==> config.mk <==
export PLATFORM = sky130hd
export DESIGN_NAME = touchpad_report_to_panel_touch_unit
export DESIGN_NICKNAME = d
export VERILOG_FILES = /design/src/hw/rtl/tprpt_pkg.sv /design/src/hw/rtl/touchpad_report_to_panel_touch_unit.sv /design/src/hw/rtl/tprpt_panel_ctrl.sv /design/src/hw/rtl/tprpt_scale_lane.sv /design/src/hw/rtl/tprpt_merge.sv
export VERILOG_INCLUDE_DIRS = /design/src /design/src/hw/rtl
export SDC_FILE = /design/constraint.sdc
export NUM_CORES = 2
export LEC_CHECK = 0
export BUFFER_PORTS_ARGS = -buffer_cell sky130_fd_sc_hd__buf_2
export CAP_MARGIN = 20
export CELL_PAD_IN_SITES_DETAIL_PLACEMENT = 1
export CELL_PAD_IN_SITES_GLOBAL_PLACEMENT = 1
export CORE_MARGIN = 2
export CORE_UTILIZATION = 57
export CTS_CLUSTER_DIAMETER = 120
export CTS_CLUSTER_SIZE = 30
export DETAILED_ROUTE_END_ITERATION = 10
export GPL_TIMING_DRIVEN = 0
export PLACE_DENSITY = 0.91
export SYNTH_ARGS = -nofsm -noshare
export SYNTH_HDL_FRONTEND = slang
export SYNTH_SLANG_ARGS = --single-unit
export TNS_END_PERCENT = 50
==> constraint.sdc <==
create_clock -name clk -period 23.8 [get_ports clk]
set_input_delay 2.38 -clock clk [delete_from_list [all_inputs] [get_ports clk]]
set_output_delay 2.38 -clock clk [all_outputs]
set_load 0.05 [all_outputs]
==> src/hw/rtl/touchpad_report_to_panel_touch_unit_macros.svh <==
// ----------------------------------------------------------------------------
// Touchpad report to panel touch: assertion macros
// Assertion wrappers shared by the RTL; they compile to nothing for synthesis.
// ----------------------------------------------------------------------------
`ifndef TOUCHPAD_REPORT_TO_PANEL_TOUCH_UNIT_MACROS_SVH
`define TOUCHPAD_REPORT_TO_PANEL_TOUCH_UNIT_MACROS_SVH

`ifndef SYNTHESIS

// Same-cycle implication, checked at every rising edge out of reset.
`define TPRPT_ASSERT_SAME(lbl, ck, rn, ante, cons) \
    lbl: assert property (@(posedge ck) disable iff (!(rn)) (ante) |-> (cons)) \
        else $error("tprpt assertion failed");

// Next-cycle implication, checked at every rising edge out of reset.
`define TPRPT_ASSERT_NEXT(lbl, ck, rn, ante, cons) \
    lbl: assert property (@(posedge ck) disable iff (!(rn)) (ante) |=> (cons)) \
        else $error("tprpt assertion failed");

`else

`define TPRPT_ASSERT_SAME(lbl, ck, rn, ante, cons)
`define TPRPT_ASSERT_NEXT(lbl, ck, rn, ante, cons)

`endif

`endif

==> src/hw/rtl/tprpt_pkg.sv <==
// ----------------------------------------------------------------------------
// Touchpad report to panel touch: shared package
// Types, codes and scaling constants used by all modules of the block.
// ----------------------------------------------------------------------------
package tprpt_pkg;

    // Mode register codes.
    typedef enum logic [1:0] {
        MODE_OFF     = 2'd0,
        MODE_FRONT   = 2'd1,
        MODE_TOGGLE2 = 2'd2,
        MODE_TOGGLE3 = 2'd3
    } mode_t;

    // Panel codes, two's complement: -1 none, 0 front, 1 back.
    typedef logic [1:0] panel_t;
    localparam panel_t PANEL_FRONT = 2'b00;
    localparam panel_t PANEL_BACK  = 2'b01;
    localparam panel_t PANEL_NONE  = 2'b11;

    // Which coordinate a scaling lane handles.
    typedef enum logic {
        AXIS_COL = 1'b0,
        AXIS_ROW = 1'b1
    } axis_t;

    // Register addresses.
    localparam logic ADDR_TOUCH_MODE = 1'b0;

    // Field widths.
    localparam int unsigned RAW_W   = 12;
    localparam int unsigned COORD_W = 11;
    localparam int unsigned TAG_W   = 7;
    localparam int unsigned PROD_W  = 22;
    localparam int unsigned RECIP_W = 24;

    // Pad geometry and panel spans.
    localparam int unsigned PAD_OFS_COL    = 0 + 60;
    localparam int unsigned PAD_OFS_ROW    = 0 + 120;
    localparam int unsigned PAD_W          = 1920 - 2*60;
    localparam int unsigned PAD_H          = 942 - 2*120;
    localparam int unsigned COL_SPAN       = 960*2 - 1;
    localparam int unsigned FRONT_ROW_SPAN = 544*2 - 1;
    localparam int unsigned BACK_ROW_SPAN  = 445*2 - 54*2 - 1;
    localparam int unsigned BACK_ROW_OFS   = 54*2;
    localparam int unsigned COL_DIV        = PAD_W - 1;
    localparam int unsigned ROW_DIV        = PAD_H - 1;

    // Reciprocals rounded up; with a product below 2^22 and a divisor below
    // 2^11 the shift of 33 makes the quotient exact for every input.
    localparam int unsigned RECIP_SHIFT = 33;
    localparam logic [63:0] COL_RECIP_FULL =
        ((64'd1 << RECIP_SHIFT) + 64'(COL_DIV) - 64'd1) / 64'(COL_DIV);
    localparam logic [63:0] ROW_RECIP_FULL =
        ((64'd1 << RECIP_SHIFT) + 64'(ROW_DIV) - 64'd1) / 64'(ROW_DIV);
    localparam logic [RECIP_W-1:0] COL_RECIP = RECIP_W'(COL_RECIP_FULL);
    localparam logic [RECIP_W-1:0] ROW_RECIP = RECIP_W'(ROW_RECIP_FULL);

    // Panel decision for one accepted report.
    typedef struct packed {
        logic   emit;
        panel_t panel;
    } ctrl_t;

    // One result, packed as it leaves on the master side (lowest field last).
    typedef struct packed {
        logic [COORD_W-1:0] slot1_row;
        logic [COORD_W-1:0] slot1_col;
        logic [TAG_W-1:0]   slot1_tag;
        logic [COORD_W-1:0] slot0_row;
        logic [COORD_W-1:0] slot0_col;
        logic [TAG_W-1:0]   slot0_tag;
        logic [1:0]         touch_count;
        panel_t             panel;
    } result_t;

endpackage

==> src/hw/rtl/touchpad_report_to_panel_touch_unit.sv <==
// ----------------------------------------------------------------------------
// Touchpad report to panel touch
// Touchpad reports to slot-packed panel touches, one a cycle unless stalled.
// ----------------------------------------------------------------------------
// The block takes one touchpad report per clock cycle unless the master side
// holds results back and, for the last report of a batch, presents one result
// on the master side. The panel decision, clamp and span multiply work on the
// beat in the cycle it is accepted and are registered with it; the reciprocal
// multiply in the four scaling lanes (column and row of each finger) feeds
// the middle stage registers, and the slot merge the output register. Each
// stage has its own valid bit, so a report is taken whenever the stage behind
// the input has room, even while a result waits on the master side; reports
// that are not a batch end, or arrive with the mode off, leave no result. The
// mode register sits at byte address 0 of the configuration port.
`include "touchpad_report_to_panel_touch_unit_macros.svh"

module touchpad_report_to_panel_touch_unit (
    input  logic        clk,
    input  logic        rst_n,
    // Slave side. tdata from bit 0: pad_button, first_finger_absent,
    // first_finger_tag[6:0], first_finger_col[11:0], first_finger_row[11:0],
    // second_finger_absent, second_finger_tag[6:0], second_finger_col[11:0],
    // second_finger_row[11:0], zero fill. tlast: batch_end.
    input  logic        s_tvalid,
    output logic        s_tready,
    input  logic [71:0] s_tdata,
    input  logic        s_tlast,
    // Master side. tdata from bit 0: panel[1:0], touch_count[1:0],
    // slot0_tag[6:0], slot0_col[10:0], slot0_row[10:0], slot1_tag[6:0],
    // slot1_col[10:0], slot1_row[10:0], zero fill.
    output logic        m_tvalid,
    input  logic        m_tready,
    output logic [63:0] m_tdata,
    // Configuration port.
    input  logic        psel,
    input  logic        penable,
    input  logic        pwrite,
    input  logic        paddr,
    input  logic [31:0] pwdata,
    output logic [31:0] prdata,
    output logic        pready
);
    import tprpt_pkg::*;

    mode_t                     mode_reg;
    ctrl_t                     ctrl;
    logic                      s_fire;
    logic                      va_reg;
    logic                      vb_reg;
    logic                      vo_reg;
    logic                      ready_a;
    logic                      ready_b;
    logic                      ready_o;
    logic [1:0]                absent_in;
    logic [1:0][TAG_W-1:0]     tag_in;
    logic [1:0][RAW_W-1:0]     col_in;
    logic [1:0][RAW_W-1:0]     row_in;
    panel_t                    panel_a_reg;
    logic [1:0]                absent_a_reg;
    logic [1:0][TAG_W-1:0]     tag_a_reg;
    panel_t                    panel_b_reg;
    logic [1:0]                absent_b_reg;
    logic [1:0][TAG_W-1:0]     tag_b_reg;
    logic [1:0][COORD_W-1:0]   col_b;
    logic [1:0][COORD_W-1:0]   row_b;
    result_t                   result;

    // Configuration register.
    assign pready = 1'b1;
    assign prdata = (paddr == ADDR_TOUCH_MODE) ? {30'd0, mode_reg} : 32'd0;

    always_ff @(posedge clk or negedge rst_n)
    begin
        if (!rst_n)
        begin
            mode_reg <= MODE_OFF;
        end
        else if (psel && penable && pwrite && pready && (paddr == ADDR_TOUCH_MODE))
        begin
            mode_reg <= mode_t'(pwdata[1:0]);
        end
    end

    // Input beat unpacking.
    assign absent_in[0] = s_tdata[1];
    assign tag_in[0]    = s_tdata[8:2];
    assign col_in[0]    = s_tdata[20:9];
    assign row_in[0]    = s_tdata[32:21];
    assign absent_in[1] = s_tdata[33];
    assign tag_in[1]    = s_tdata[40:34];
    assign col_in[1]    = s_tdata[52:41];
    assign row_in[1]    = s_tdata[64:53];

    // Stage handshake: each stage moves when the one behind it has room.
    assign ready_o  = !vo_reg || m_tready;
    assign ready_b  = !vb_reg || ready_o;
    assign ready_a  = !va_reg || ready_b;
    assign s_tready = ready_a;
    assign s_fire   = s_tvalid && s_tready;

    always_ff @(posedge clk or negedge rst_n)
    begin
        if (!rst_n)
        begin
            va_reg <= 1'b0;
            vb_reg <= 1'b0;
            vo_reg <= 1'b0;
        end
        else
        begin
            if (ready_a)
            begin
                va_reg <= s_fire && ctrl.emit;
            end
            if (ready_b)
            begin
                vb_reg <= va_reg;
            end
            if (ready_o)
            begin
                vo_reg <= vb_reg;
            end
        end
    end

    // Panel tracking.
    tprpt_panel_ctrl u_ctrl (
        .clk        (clk),
        .rst_n      (rst_n),
        .mode       (mode_reg),
        .fire       (s_fire),
        .pad_button (s_tdata[0]),
        .batch_end  (s_tlast),
        .ctrl       (ctrl)
    );

    // Sideband carried alongside the lanes.
    always_ff @(posedge clk)
    begin
        if (ready_a)
        begin
            panel_a_reg  <= ctrl.panel;
            absent_a_reg <= absent_in;
            tag_a_reg    <= tag_in;
        end
        if (ready_b)
        begin
            panel_b_reg  <= panel_a_reg;
            absent_b_reg <= absent_a_reg;
            tag_b_reg    <= tag_a_reg;
        end
    end

    // One column lane and one row lane per finger.
    for (genvar g = 0; g < 2; g++)
    begin : g_finger
        tprpt_scale_lane u_col (
            .clk   (clk),
            .en_a  (ready_a),
            .en_b  (ready_b),
            .axis  (AXIS_COL),
            .back  (ctrl.panel == PANEL_BACK),
            .raw   (col_in[g]),
            .coord (col_b[g])
        );
        tprpt_scale_lane u_row (
            .clk   (clk),
            .en_a  (ready_a),
            .en_b  (ready_b),
            .axis  (AXIS_ROW),
            .back  (ctrl.panel == PANEL_BACK),
            .raw   (row_in[g]),
            .coord (row_b[g])
        );
    end

    // Slot merge and output register.
    tprpt_merge u_merge (
        .clk    (clk),
        .en     (ready_o),
        .panel  (panel_b_reg),
        .absent (absent_b_reg),
        .tag    (tag_b_reg),
        .col    (col_b),
        .row    (row_b),
        .result (result)
    );

    assign m_tvalid = vo_reg;
    assign m_tdata  = {2'd0, result};

    // A beat taken with the mode off never starts a result.
    `TPRPT_ASSERT_NEXT(a_off_no_result, clk, rst_n,
        s_fire && (mode_reg == MODE_OFF), !va_reg)

    // With no active panel the result carries no touches.
    `TPRPT_ASSERT_SAME(a_none_empty, clk, rst_n,
        vo_reg && (result.panel == PANEL_NONE), result.touch_count == 2'd0)

    // Back-panel rows always carry the back offset.
    `TPRPT_ASSERT_SAME(a_back_row_ofs, clk, rst_n,
        vo_reg && (result.panel == PANEL_BACK) && (result.touch_count != 2'd0),
        result.slot0_row >= COORD_W'(BACK_ROW_OFS))

    // A blocked middle stage keeps its item.
    `TPRPT_ASSERT_NEXT(a_stage_b_hold, clk, rst_n, vb_reg && !ready_b, vb_reg)

endmodule

==> src/hw/rtl/tprpt_panel_ctrl.sv <==
// ----------------------------------------------------------------------------
// Touchpad report to panel touch: panel control
// Tracks the click level and the active panel, and decides whether a report
// produces a result.
// ----------------------------------------------------------------------------
module tprpt_panel_ctrl (
    input  logic            clk,
    input  logic            rst_n,
    input  tprpt_pkg::mode_t mode,
    input  logic            fire,
    input  logic            pad_button,
    input  logic            batch_end,
    output tprpt_pkg::ctrl_t ctrl
);
    import tprpt_pkg::*;

    logic   button_was_down_reg;
    logic   button_was_down_next;
    panel_t panel_reg;
    panel_t panel_next;
    logic   rising;

    // Panel advance on a rising click edge.
    always_comb
    begin
        rising               = pad_button && !button_was_down_reg;
        button_was_down_next = pad_button;
        panel_next           = panel_reg;
        if (rising && (mode != MODE_FRONT))
        begin
            if (panel_reg == PANEL_BACK)
            begin
                panel_next = (mode == MODE_TOGGLE2) ? PANEL_FRONT : PANEL_NONE;
            end
            else
            begin
                panel_next = panel_reg + 2'd1;
            end
        end
        ctrl.panel = panel_next;
        ctrl.emit  = (mode != MODE_OFF) && batch_end;
    end

    // State only moves on beats taken while the mode is not off.
    always_ff @(posedge clk or negedge rst_n)
    begin
        if (!rst_n)
        begin
            button_was_down_reg <= 1'b0;
            panel_reg           <= PANEL_FRONT;
        end
        else if (fire && (mode != MODE_OFF))
        begin
            button_was_down_reg <= button_was_down_next;
            panel_reg           <= panel_next;
        end
    end

endmodule

==> src/hw/rtl/tprpt_scale_lane.sv <==
// ----------------------------------------------------------------------------
// Touchpad report to panel touch: coordinate scaling lane
// Removes the dead-zone offset, clamps, and rescales one coordinate to the
// panel range in two registered stages.
// ----------------------------------------------------------------------------
module tprpt_scale_lane (
    input  logic                           clk,
    input  logic                           en_a,
    input  logic                           en_b,
    input  tprpt_pkg::axis_t               axis,
    input  logic                           back,
    input  logic [tprpt_pkg::RAW_W-1:0]    raw,
    output logic [tprpt_pkg::COORD_W-1:0]  coord
);
    import tprpt_pkg::*;

    localparam int unsigned FULL_W = PROD_W + RECIP_W;

    logic [RAW_W-1:0]   ofs;
    logic [RAW_W-1:0]   diff;
    logic [COORD_W-1:0] lim;
    logic [COORD_W-1:0] clamped;
    logic [COORD_W-1:0] gain;
    logic [PROD_W-1:0]  prod_reg;
    logic [PROD_W-1:0]  prod_next;
    logic               back_reg;
    logic [RECIP_W-1:0] recip;
    logic [FULL_W-1:0]  full;
    logic [COORD_W-1:0] bias;
    logic [COORD_W-1:0] coord_reg;
    logic [COORD_W-1:0] coord_next;

    // Offset removal, clamp and multiplication by the panel span.
    always_comb
    begin
        ofs  = (axis == AXIS_COL) ? RAW_W'(PAD_OFS_COL) : RAW_W'(PAD_OFS_ROW);
        lim  = (axis == AXIS_COL) ? COORD_W'(PAD_W - 1) : COORD_W'(PAD_H - 1);
        diff = raw - ofs;
        if (raw < ofs)
        begin
            clamped = '0;
        end
        else if (diff > RAW_W'(lim))
        begin
            clamped = lim;
        end
        else
        begin
            clamped = diff[COORD_W-1:0];
        end
        if (axis == AXIS_COL)
        begin
            gain = COORD_W'(COL_SPAN);
        end
        else
        begin
            gain = back ? COORD_W'(BACK_ROW_SPAN) : COORD_W'(FRONT_ROW_SPAN);
        end
        prod_next = PROD_W'(clamped) * PROD_W'(gain);
    end

    // Division by the pad span as an exact reciprocal multiply and shift.
    always_comb
    begin
        recip      = (axis == AXIS_COL) ? COL_RECIP : ROW_RECIP;
        full       = FULL_W'(prod_reg) * FULL_W'(recip);
        bias       = ((axis == AXIS_ROW) && back_reg) ? COORD_W'(BACK_ROW_OFS) : '0;
        coord_next = full[RECIP_SHIFT +: COORD_W] + bias;
    end

    // Stage registers.
    always_ff @(posedge clk)
    begin
        if (en_a)
        begin
            prod_reg <= prod_next;
            back_reg <= back;
        end
        if (en_b)
        begin
            coord_reg <= coord_next;
        end
    end

    assign coord = coord_reg;

endmodule

==> src/hw/rtl/tprpt_merge.sv <==
// ----------------------------------------------------------------------------
// Touchpad report to panel touch: slot merge
// Packs the present fingers of the lanes into slots in order and holds the
// finished result in the output register.
// ----------------------------------------------------------------------------
module tprpt_merge (
    input  logic                                clk,
    input  logic                                en,
    input  tprpt_pkg::panel_t                   panel,
    input  logic [1:0]                          absent,
    input  logic [1:0][tprpt_pkg::TAG_W-1:0]    tag,
    input  logic [1:0][tprpt_pkg::COORD_W-1:0]  col,
    input  logic [1:0][tprpt_pkg::COORD_W-1:0]  row,
    output tprpt_pkg::result_t                  result
);
    import tprpt_pkg::*;

    result_t result_reg;
    result_t result_next;

    // Slot packing: the first present finger takes the first slot.
    always_comb
    begin
        result_next       = '0;
        result_next.panel = panel;
        if (panel != PANEL_NONE)
        begin
            if (!absent[0])
            begin
                result_next.slot0_tag   = tag[0];
                result_next.slot0_col   = col[0];
                result_next.slot0_row   = row[0];
                result_next.touch_count = 2'd1;
                if (!absent[1])
                begin
                    result_next.slot1_tag   = tag[1];
                    result_next.slot1_col   = col[1];
                    result_next.slot1_row   = row[1];
                    result_next.touch_count = 2'd2;
                end
            end
            else if (!absent[1])
            begin
                result_next.slot0_tag   = tag[1];
                result_next.slot0_col   = col[1];
                result_next.slot0_row   = row[1];
                result_next.touch_count = 2'd1;
            end
        end
    end

    // Output register.
    always_ff @(posedge clk)
    begin
        if (en)
        begin
            result_reg <= result_next;
        end
    end

    assign result = result_reg;

endmodule
-- After elaboration in Yosys (flattened, before gate mapping)
Cells that the tools add are included.
- $add $sub $neg: 7
- multiply operators: 8
- magnitude comparators: 8
- equal/unequal tests: 5
- mux-type cells: 17
- bitwise logic cells: 2
- reduce and logical (&&, ||, !) cells: 18
- operators by type and width (operator ; count):
    $mux W11 ; 9
    $mul A22 B23 Y44 const B ; 2
    $mul A22 B23 Y43 const B ; 2
    $mux W31 ; 2
    $mul A11 B11 Y22 ; 2
    $mul A11 B11 Y22 const B ; 2
    $gt A12 B10 Y1 const B ; 2
    $gt A12 B11 Y1 const B ; 2
    $lt A12 B6 Y1 const B ; 2
    $lt A12 B7 Y1 const B ; 2
    $sub A12 B6 Y12 const B ; 2
    $sub A12 B7 Y12 const B ; 2
    $add A11 B11 Y11 ; 1
    $add A11 B7 Y11 ; 1
    $mux W2 ; 5
    $logic_and A1 B1 Y1 ; 9
    $mux W7 ; 1
    $eq A2 B1 Y1 const B ; 2
    $logic_not A1 Y1 ; 4
    $logic_or A1 B1 Y1 ; 3
    $reduce_or A3 Y1 ; 1
    $add A2 B1 Y2 const B ; 1
    $eq A2 B2 Y1 const B ; 1
    $ne A2 B1 Y1 const B ; 1
    3 further kinds ; 4
- register bits after elaboration: 239
- input port bits: 113
- output and inout bits: 99

-- Logic depth before layout (Yosys ltp)
- depth in word-level cells: 7
- depth in mapped cells: 39

-- Cells and area by module
From an unflattened synthesis, not the netlist that was laid out.
- cell total of the unflattened synthesis: 7261
- area, all modules: 74193.7 um^2
- by module, submodules not included (module ; times used ; cells an instance ; area each (um^2) ; seq. area each (um^2)):
    tprpt_scale_lane at g_finger[0].u_row ; 1 ; 1760 ; 17549.3 ; 1021.0
    tprpt_scale_lane at g_finger[0].u_col ; 1 ; 1770 ; 17501.8 ; 1021.0
    tprpt_scale_lane at g_finger[1].u_col ; 1 ; 1738 ; 17475.5 ; 1021.0
    tprpt_scale_lane at g_finger[1].u_row ; 1 ; 1677 ; 17073.9 ; 1021.0
    tprpt_merge ; 1 ; 199 ; 2775.2 ; 1861.8
    touchpad_report_to_panel_touch_unit ; 1 ; 90 ; 1587.8 ; 1206.2
    tprpt_panel_ctrl ; 1 ; 27 ; 230.2 ; 75.1

-- Least setup slack after synthesis
Ideal clock, no wire load.
- kind: in2reg
- from: input port s_tdata[11]
- to: register g_finger[0].u_col.prod_reg[20] (data pin)
- setup time: 258 ps
- arrival: 8712 ps
- data required time: 23542 ps
- path slack: 14830 ps
- stages on the path: 28
- buffers on the path: 0
- cell sequence: ha_1 nand3_1 nand2_1 nor4b_1 nor2_1 and2_1 inv_1 fa_1 inv_1 ha_1 xor2_1 fa_1 inv_1 fa_1 inv_1 fa_1 inv_1 ha_1 a21o_1 a21oi_1 o21ai_0 a21oi_1 o21ai_0 a211oi_1 o21ai_0 a31o_2 a21oi_1 xnor2_1
- word-level cells in the longest chain between the ends: 5
- elaborated cells between the ends (all ways): 6
- RTL lines (element ; RTL line ; RTL):
    start, declared ; touchpad_report_to_panel_touch_unit.sv:26 ; input logic [71:0] s_tdata,
    $sub A12 B6 Y12 ; tprpt_scale_lane.sv:38 ; diff = raw - ofs;
    $gt A12 B11 Y1 ; tprpt_scale_lane.sv:43 ; else if (diff > RAW_W'(lim))
    $mux W11 ; tprpt_scale_lane.sv:43 ;
    $mux W11 * ; tprpt_scale_lane.sv:39 ; if (raw < ofs)
    $mul A11 B11 Y22 * ; tprpt_scale_lane.sv:59 ; prod_next = PROD_W'(clamped) * PROD_W'(gain);
    net g_finger[0].u_col.prod_next[20] ; tprpt_scale_lane.sv:25 ; logic [PROD_W-1:0] prod_next;
    end signal, assigned ; tprpt_scale_lane.sv:76 ; prod_reg <= prod_next;
    end, declared ; tprpt_scale_lane.sv:24 ; logic [PROD_W-1:0] prod_reg;
Mark *: on every way through the listed nets, which the timed path passes. The rest lies on a longest branch.
A chain may end at the register's enable or synchronous reset.

-- Final worst setup path
- from: register g_finger[0].u_row.prod_reg[2]
- to: register g_finger[0].u_row.coord_reg[10] (data pin)
- word-level cells in the longest chain between the ends: 2
- RTL lines (element ; RTL line ; RTL):
    start, declared ; tprpt_scale_lane.sv:24 ;
    start signal, assigned ; tprpt_scale_lane.sv:76 ;
    $mul A22 B23 Y43 ; tprpt_scale_lane.sv:66 ; full = FULL_W'(prod_reg) * FULL_W'(recip);
    $add A11 B11 Y11 ; tprpt_scale_lane.sv:68 ; coord_next = full[RECIP_SHIFT +: COORD_W] + bias;
    net g_finger[0].u_row.coord_next[10] ; tprpt_scale_lane.sv:31 ; logic [COORD_W-1:0] coord_next;
    end signal, assigned ; tprpt_scale_lane.sv:81 ; coord_reg <= coord_next;
    end, declared ; tprpt_scale_lane.sv:30 ; logic [COORD_W-1:0] coord_reg;
The timed path passes the listed nets, and every way through them passes these cells.

==> summary.md <==
| Metric | Value |
|---|---|
| Synth Register Bits | `239` |
| Crit path max-delay cell type | `fa_1` |
| Die X | `310 um` |
| Area Overhead vs Synth | `5.92%` |
| Initial antenna violation count | `5` |
| CTS tree | `built` |
| Tightest Pin Transition | `1.04 ns` |
| Async SR Flop Fraction | `3.35%` |
| Post-cts sizing count | `0` |
| IO Port Bufs | `137` |
| Post-Syn Instances | `5066` |
| Number of synthesized flops with an enable pin | `231` |
| Top-count cell post-synth | `inv_1` |
| Die area | `0.0962 mm^2` |
| Worst Setup SP | `g_finger[0].u_row.prod_reg[2]$_DFFE_PN_` |
| Final Cycle Share | `45.4%` |
| DR WL/cell | `28.9 um` |
| CP Class | `flop to flop` |
| DP Wirelength | `147000 um` |
| CTS Sinks | `239` |
| Core ar. | `0.0930 mm^2` |
| Netlist cell types | `71` |
| Hold Path Origin | `tag_a_reg[11]$_DFFE_PN_` |
| CP dominant cell by count | `fa_1` |
| Root Driver | `clkbuf_16` |
| Die H | `310 um` |
| Vias in the first global route | `47700` |
| Max Cap Viol | `0` |
| Pins Over Slew Limit | `0` |
| WHS Path Cells | `0` |
| Max frequency | `92.5 MHz` |
| Final Util | `60.8%` |
| Gr usage total | `40.3%` |
| Hold_ws | `0.423 ns` |
| Overflow after GRT | `0` |
| Largest net degree at the start of global routing | `64` |
| CP max stage delay | `0.70 ns` |
| Antenna-violating nets left | `0` |
| Hold EP | `tag_b_reg[11]$_DFFE_PP_` |
| Arrival @ worst endpoint | `11.16 ns` |
| Fraction of layout cells with a size suffix above 1 | `4.62%` |
| Clk_skew | `0.0644 ns` |
| Largest cells by area after synthesis | `fa_1 37%, ha_1 25%, edfxtp_1 13%` |
| Final Routed Wirelength | `189000 um` |
| Slew margin rel. | `30.1%` |
| R2R depth | `34` |
| Ys Warns | `0` |
| RR Startpoint | `g_finger[0].u_row.prod_reg[2]$_DFFE_PN_` |
| Final setup TNS | `0 ns` |
| First-pass GRT wire length | `286000 um` |
| Max FFs per register | `62` |
| Post-CTS setup buffers | `0` |
| Top_reg_cell synth | `edfxtp_1` |
| Clock-pin transition on the worst setup and hold timing paths | `0.12 ns` |
| Final Hold Violating Endpoints | `0` |
| Max H-tree Level | `1` |
| Final-layout fill cell count | `10100` |
| Drt pass-1 iters | `7` |
| RSZ-0062 raised after global routing | `false` |
| FF+latch area | `0.00714 mm^2` |
| Clock period minus worst slack | `10.81 ns` |
| Multi-input logic area | `0.0402 mm^2` |
| Critical R2R Capture | `g_finger[0].u_row.coord[10]$_DFFE_PP_` |
| DRC Markers | `0` |
| Top-area cell type share of the netlist area | `37.0%` |
| Boundary Pins | `212` |
| Synth area leader | `fa_1` |
| Largest fanout on the critical path | `8` |
| CTS buffer count | `16` |
| Standard-cell rows | `112` |
| Fin nets | `7440` |
| Worst-Skew Late Latency | `0.60 ns` |
| Final setup fails | `0` |
| Syn avg cell area | `10.5 um^2` |
| Commonest cells in the netlist | `1576 x inv_1, 1064 x ha_1, 987 x fa_1` |
| Vias per cell | `6.02` |
| Via count | `39400` |
| CP Data Required Time | `24.15 ns` |
| Mapped Area | `0.0534 mm^2` |
| CTS Hold Bufs | `0` |
| Crit end category | `flop` |
| Status | `completed` |
| Sequential fraction of the synthesis area | `13.4%` |
| Worst reg2reg setup slack | `12.99 ns` |
| Clock buffer depth | `3` |
| Starting Density | `57.4%` |
| Critical path startpoint category | `flop` |
| 1st-iter DRT viols | `3018` |
| GPL Wtd Cong | `0.939` |
| Hold WC Path Type | `flop to flop` |
-- critical path, delay by kind of cell, from the launching register on --
| kind | cells | cell delay, ns |
|---|---|---|
| AOI/OAI and AO/OA | 10 | 2.27 |
| adders and majority gates | 10 | 4.96 |
| buffers and inverters | 3 | 0.25 |
| xor gates and xnor gates | 2 | 0.38 |
| DFF | 1 | 0.63 |
| and+or+nand+nor | 9 | 2.08 |
-- stage by stage --
stage,instances,cell area (um^2),worst slack [ns]
after floorplan,5117,53600,14.83
after global placement,6508,55900,12.93
after detailed placement,6512,56000,13.22
after CTS,6538,56600,13.33
after global routing,6539,56600,12.88
final,6543,56600,12.99
-- routing by layer --
metal  part of all wire (%)  routed length, um  up-vias  track usage, %
met5                 0.0058                 11        -               0
met2                     49              93200     2338            69.5
met1                     33              62800    19900            41.4
li1                       -                  -    16000               -
met3                    8.1              15300     1196            10.8
met4                    9.5              18000        2            31.8
-- worst max-delay path by stage --
stage,endpoint,slack (ns)
3_3_place_gp,s_tready,12.93
3_5_place_dp,g_finger[1].u_col.prod_reg[19]$_DFFE_PN_,13.22
4_1_cts,g_finger[0].u_row.coord[10]$_DFFE_PP_,13.33
5_1_grt,g_finger[0].u_row.coord[10]$_DFFE_PP_,12.88
6_report,g_finger[0].u_row.coord[10]$_DFFE_PP_,12.99
2_1_floorplan,g_finger[0].u_col.prod_reg[20]$_DFFE_PN_,14.83
-- logic make-up after synthesis --
family / share of synthesized area, %
AO/OA/AOI/OAI: 5.11
multiplexers: 0.164
AND/OR/NAND/NOR: 4.94
XOR/XNOR: 2.64
buffers and inverters: 11.8
flip-flops: 13.4
adder cells (fa/ha/maj): 62.0
other: 0.0141
-- area by class of cell --
| cell class | count | area share [%] |
|---|---|---|
| inverter | 1576 | 10.5 |
| clock inverter | 9 | 0.303 |
| sequential | 239 | 12.6 |
| multi-input combinational | 3232 | 71.0 |
| tap | 1254 | 2.77 |
| timing repair buffer | 141 | 1.36 |
| antenna | 5 | 0.0221 |
| clock buffer | 17 | 0.752 |
| buffer | 70 | 0.688 |
-- cells in the final DEF (no fill, tap or decap), types with 6 or more instances in the layout --
master and instances:
a211o_1 6, a211oi_1 15, a21boi_0 15, a21o_1 52
a21oi_1 131, a31oi_1 9, and2_1 45, and3_1 16
buf_2 138, buf_4 33, clkbuf_1 33, clkbuf_16 17
conb_1 53, dfrtp_1 8, edfxtp_1 231, fa_1 987
ha_1 1064, inv_1 1575, inv_16 6, mux2_2 6
nand2_1 87, nand2b_1 17, nand3_1 37, nand4_1 15
nor2_1 162, nor2b_1 50, nor3_1 39, o211ai_1 9
o21a_1 23, o21ai_0 101, o21bai_1 14, o31ai_1 7
or2_2 19, or3_1 11, xnor2_1 122, xor2_1 39
Power is not shown: default switching activity piles up to over one toggle a cycle in this logic, so the estimate is an artifact.
